[src/design/apt_pkg.sv]
// shared types and constants for the affine point transform
package apt_pkg;

   localparam int FRAC_BITS_DEF = 16;
   localparam int DATA_W        = 32;
   localparam int ROWS          = 3;
   localparam int COLS          = 4;
   localparam int PROD_W        = 2 * DATA_W;

   localparam logic ACT_WRITE = 1'b0;
   localparam logic ACT_XFORM = 1'b1;

   typedef logic signed [DATA_W-1:0] word_type;

   typedef struct packed {
      logic s1;
      logic s2;
      logic s3;
   } stage_en_type;

   typedef struct packed {
      logic load;
      logic valid;
   } out_ctl_type;

endpackage

[src/design/apt_merge.sv]
// output register combining the three lanes into one response beat
module apt_merge (
   input  logic                 clock,
   input  logic                 reset,
   input  apt_pkg::out_ctl_type ctl,
   input  apt_pkg::word_type    lane_result [apt_pkg::ROWS],
   input  logic                 lane_clip   [apt_pkg::ROWS],
   output logic                 valid,
   output apt_pkg::word_type    out_x,
   output apt_pkg::word_type    out_y,
   output apt_pkg::word_type    out_z,
   output logic                 clipped
);

   logic              valid_ff;
   apt_pkg::word_type x_ff, y_ff, z_ff;
   logic              clip_ff, clip_in;

   assign clip_in = lane_clip[0] | lane_clip[1] | lane_clip[2];

   always_ff @(posedge clock) begin
      if (reset) begin
         valid_ff <= 1'b0;
      end else if (ctl.load) begin
         valid_ff <= ctl.valid;
      end
   end

   always_ff @(posedge clock) begin
      if (ctl.load) begin
         x_ff    <= lane_result[0];
         y_ff    <= lane_result[1];
         z_ff    <= lane_result[2];
         clip_ff <= clip_in;
      end
   end

   assign valid   = valid_ff;
   assign out_x   = x_ff;
   assign out_y   = y_ff;
   assign out_z   = z_ff;
   assign clipped = clip_ff;

endmodule

[config.mk]
export PLATFORM = sky130hd
export DESIGN_NAME = apt_merge
export DESIGN_NICKNAME = d
export VERILOG_FILES = /design/src/design/apt_pkg.sv /design/src/design/apt_merge.sv
export SDC_FILE = /design/constraint.sdc
export NUM_CORES = 1
export LEC_CHECK = 0
export CORE_UTILIZATION = 35
export DETAILED_ROUTE_END_ITERATION = 10
export DONT_BUFFER_PORTS = 1
export PLACE_DENSITY = 0.52
export SLEW_MARGIN = 20
export SYNTH_ARGS = -nofsm -noshare
export SYNTH_HDL_FRONTEND = slang
export SYNTH_SLANG_ARGS = --single-unit
export TNS_END_PERCENT = 20
[constraint.sdc]
create_clock -name clock -period 1 [get_ports clock]
set_input_delay 0.2 -clock clock [delete_from_list [all_inputs] [get_ports clock]]
set_output_delay 0.2 -clock clock [all_outputs]
set_load 0.02 [all_outputs]
-- Word level (Yosys, flattened, before mapping)
Cells that the tools add are included.
- word-level logic and storage cells: 7
- input bits: 103
- bits in registers: 98
- output and inout bits: 98
- bitwise gates (word level): 2
- operator list (operator ; count):
    OR 1 bit ; 2

-- Depth between registers and ports, before layout
- depth after elaboration: 2
- mapped depth: 2
- depth with buffers taken out: 2

-- Least setup slack after synthesis
No wires, ideal clock.
- kind: input -> register
- start: input lane_clip[1] (netlist name)
- end: register clip_ff (netlist: clipped) (data pin)
- stages on the path: 1
- setup slack: 0.193 ns
- library setup time: 0.266 ns
- data arrival time: 0.541 ns
- path through: or3_1
- cells in the longest elaborated chain, start to end: 2
- ends and longest elaborated chain (what ; RTL line ; RTL):
    from (decl) ; apt_merge.sv:7 ; input logic lane_clip [apt_pkg::ROWS],
    OR 1 bit (2 in series) ; apt_merge.sv:19 ; assign clip_in = lane_clip[0] | lane_clip[1] | lane_clip[2];
    to (signal assigned) ; apt_merge.sv:34 ; clip_ff <= clip_in;
    to (decl) ; apt_merge.sv:17 ; logic clip_ff, clip_in;
Every way passes these cells.
A chain may end at the register's enable or synchronous reset.

-- Worst setup path after layout
- start: register z_ff[1] (netlist: out_z[1])
- end: output out_z[1]
- RTL lines (what ; RTL line ; RTL):
    from (decl) ; apt_merge.sv:16 ; apt_pkg::word_type x_ff, y_ff, z_ff;
    from (signal assigned) ; apt_merge.sv:33 ; z_ff <= lane_result[2];
    to (decl) ; apt_merge.sv:11 ; output apt_pkg::word_type out_z,
No word-level cell between the ends.

==> impl_metrics.yaml <==
power_and_ir_drop:
  power_density_nw_per_um2: 1960
  vdd_drop_max_mv: 0.853
  static-leakage-power_nw: 1.50
detailed_routing:
  drtIter0Drc: 66
  drtPass1Iterations: 3
  routed_wl_um: 5940
  wl_per_cell_um: 18.4
  via_count: 1428
  route.detailed.drc: 0
  antenna_left: 0
  routed_via_density: 4.42
sta:
  rsz0062_at_grt: "yes"
  fin_crit_ns: 1.07
  finalWorstSetupSlack_ns: -0.0721
  fin_crit_sh_pct: 107
  clock.fmax_mhz: 933
  maxSlewHeadroom_pct: 83.7
  drv_slew: 0
  holdWs_ns: -0.0559
  fin_setup_tns_ns: -5.24
  hold_violations: 69
  worst_pin_slew_ns: 0.245
  finalSetupViolations: 97
  skew_ns: 0
global_route:
  grt_max_degree: 99
  antenna_found_initial: 0
  track_usage_pct: 13.7
  grt_pass1_vias: 1492
  overflow: 0
  grt_pass1_wl_um: 8340
synthesis:
  ys_types: 5
  ys_seq_area_share_pct: 99.3
  avgSynthCellArea_um2: 29.2
  synth_commonest_cells: "edfxtp_1, dfxtp_1, mux2i_1, nor2_1, or3_1"
  postSynthNetCount: 204
  synthArstFlopShare_pct: 0
  synth_most_common_cell: "edfxtp_1"
  syn_inst: 101
  synth_edf_count: 97
  yosys.area.top_type_share_pct: 98.6
  yosys-top-cells-area: "edfxtp_1, dfxtp_1, mux2i_1"
  synth_ff_type: "edfxtp_1"
  yosysWarningCount: 0
  synth_top_area_cell: "edfxtp_1"
  syn_area_um2: 2950
  synth_seq_cells: 98
finish:
  fill_cells: 640
  area_delta_synth_final_pct: 46.1
  drive_gt1_share_pct: 7.80
  antenna_cells: 0
  finalNetCount: 316
  final_area_um2: 4320
clock_tree:
  clock_sinks: 98
  clk_pin_slew_ns: 0.10
  tritoncts: "done"
  clock-root-buffer: "clkbuf_8"
  clock_latency_ns: 0.35
  cts_made_buffers: 9
  clock_path_buffers: 2
  htreeDepth: 3
floorplanning:
  dieArea_um2: 8810
  io_pins: 201
  die_y_um: 93.9
  start_util_pct: 36.1
  rows: 33
  coreArea_um2: 8180
  die_w_um: 93.9
setup_path:
  worstPathArrival_ns: 0.87
  critPathCaptureType: "output port"
  path_max_fanout: 1
  rrSetupSlack_ns: 0.34
  start_kind: "flop"
  critPathRequiredTime_ns: 0.80
  path_class: "reg -> out"
run:
  cap_violations: 0
place:
  dpl_cell_area_um2: 3080
  portBuffers: 0
  gp_congestion: 0.645
  dp_slack_ns: 0.162
hold_path:
  hold_path.class: "in -> reg"
status:
  status: "finished, violations left"
  violations: "hold timing, setup timing"
-- sequential cells by signal (all words and copies together), names as in the netlist --
name,count
out_x,32
valid,1
out_z,32
clipped,1
out_y,32
-- metrics by stage --
stage          util [%]  power [W]  instances
6_report           52.8    0.00846        323
5_1_grt            52.8    0.00878        323
4_1_cts            52.5    0.00850        321
3_5_place_dp       37.7    0.00554        206
3_3_place_gp       37.7    0.00554        206
2_1_floorplan         -    0.00548        101
-- area by class of cell --
cell class                 instances  area, µm²  share of cell area [%]
clock buffer                       9        124                    2.87
clock inverter                     7       92.6                    2.15
multi-input combinational          3       20.0                   0.464
sequential                        98       2940                    68.0
tap                              105        131                    3.04
timing repair buffer             101       1010                    23.4
-- worst reg2reg max path: stages, from the launching register on --
cell and delay, ns:
dfxtp_4 0.38, mux2i_1 0.13, nor2_1 0.05
-- where the power goes --
part	total [W]	switching [W]	internal, W
sequential	0.00544	0.000540	0.00490
combinational	0.000328	0.0000633	0.000265
clock	0.00270	0.00147	0.00123
-- layer usage --
layer / vias up / share of wire [%] / GRT usage, %
li1: 634 / - / -
met2: 133 / 47 / 21.0
met1: 652 / 38 / 14.4
met4: 0 / 2.1 / 7.44
met3: 9 / 13 / 8.82
met5: - / 0 / 0
-- cells by family (layout without fill, tap and decap cells) --
kind of cell | Yosys count | count (layout) | synth area share, %
buf+inv | 0 | 117 | 0
flops | 98 | 98 | 99.3
simple gates | 2 | 2 | 0.339
mux | 1 | 1 | 0.339
-- worst paths after layout --
check,startpoint,endpoint,cells past startpoint
setup / recovery,out_z[1]$_DFFE_PP_,out_z[1],0
hold / removal,ctl[1],out_x[15]$_DFFE_PP_,0
setup reg to reg,valid$_SDFFE_PP0P_,valid$_SDFFE_PP0P_,2
hold reg to reg,valid$_SDFFE_PP0P_,valid$_SDFFE_PP0P_,2
-- cells in the final DEF (no fill, tap or decap) --
cell,instances
dlygate4sd3_1,101
edfxtp_1,97
clkbuf_8,9
inv_6,4
mux2i_1,1
nor2_1,1
or3_1,1
bufinv_16,1
clkinv_8,1
inv_8,1
dfxtp_4,1
-- timing repair --
action | 4_1_cts | 5_1_grt
hold buffers | 99 | 2
resized for setup | 1 | 1
setup buffers | 0 | 0
endpoints found under the hold margin | 195 | 98
setup endpoints to repair | 98 | 98
pin swaps | 0 | 0
Power figures use the tool's default switching activity.
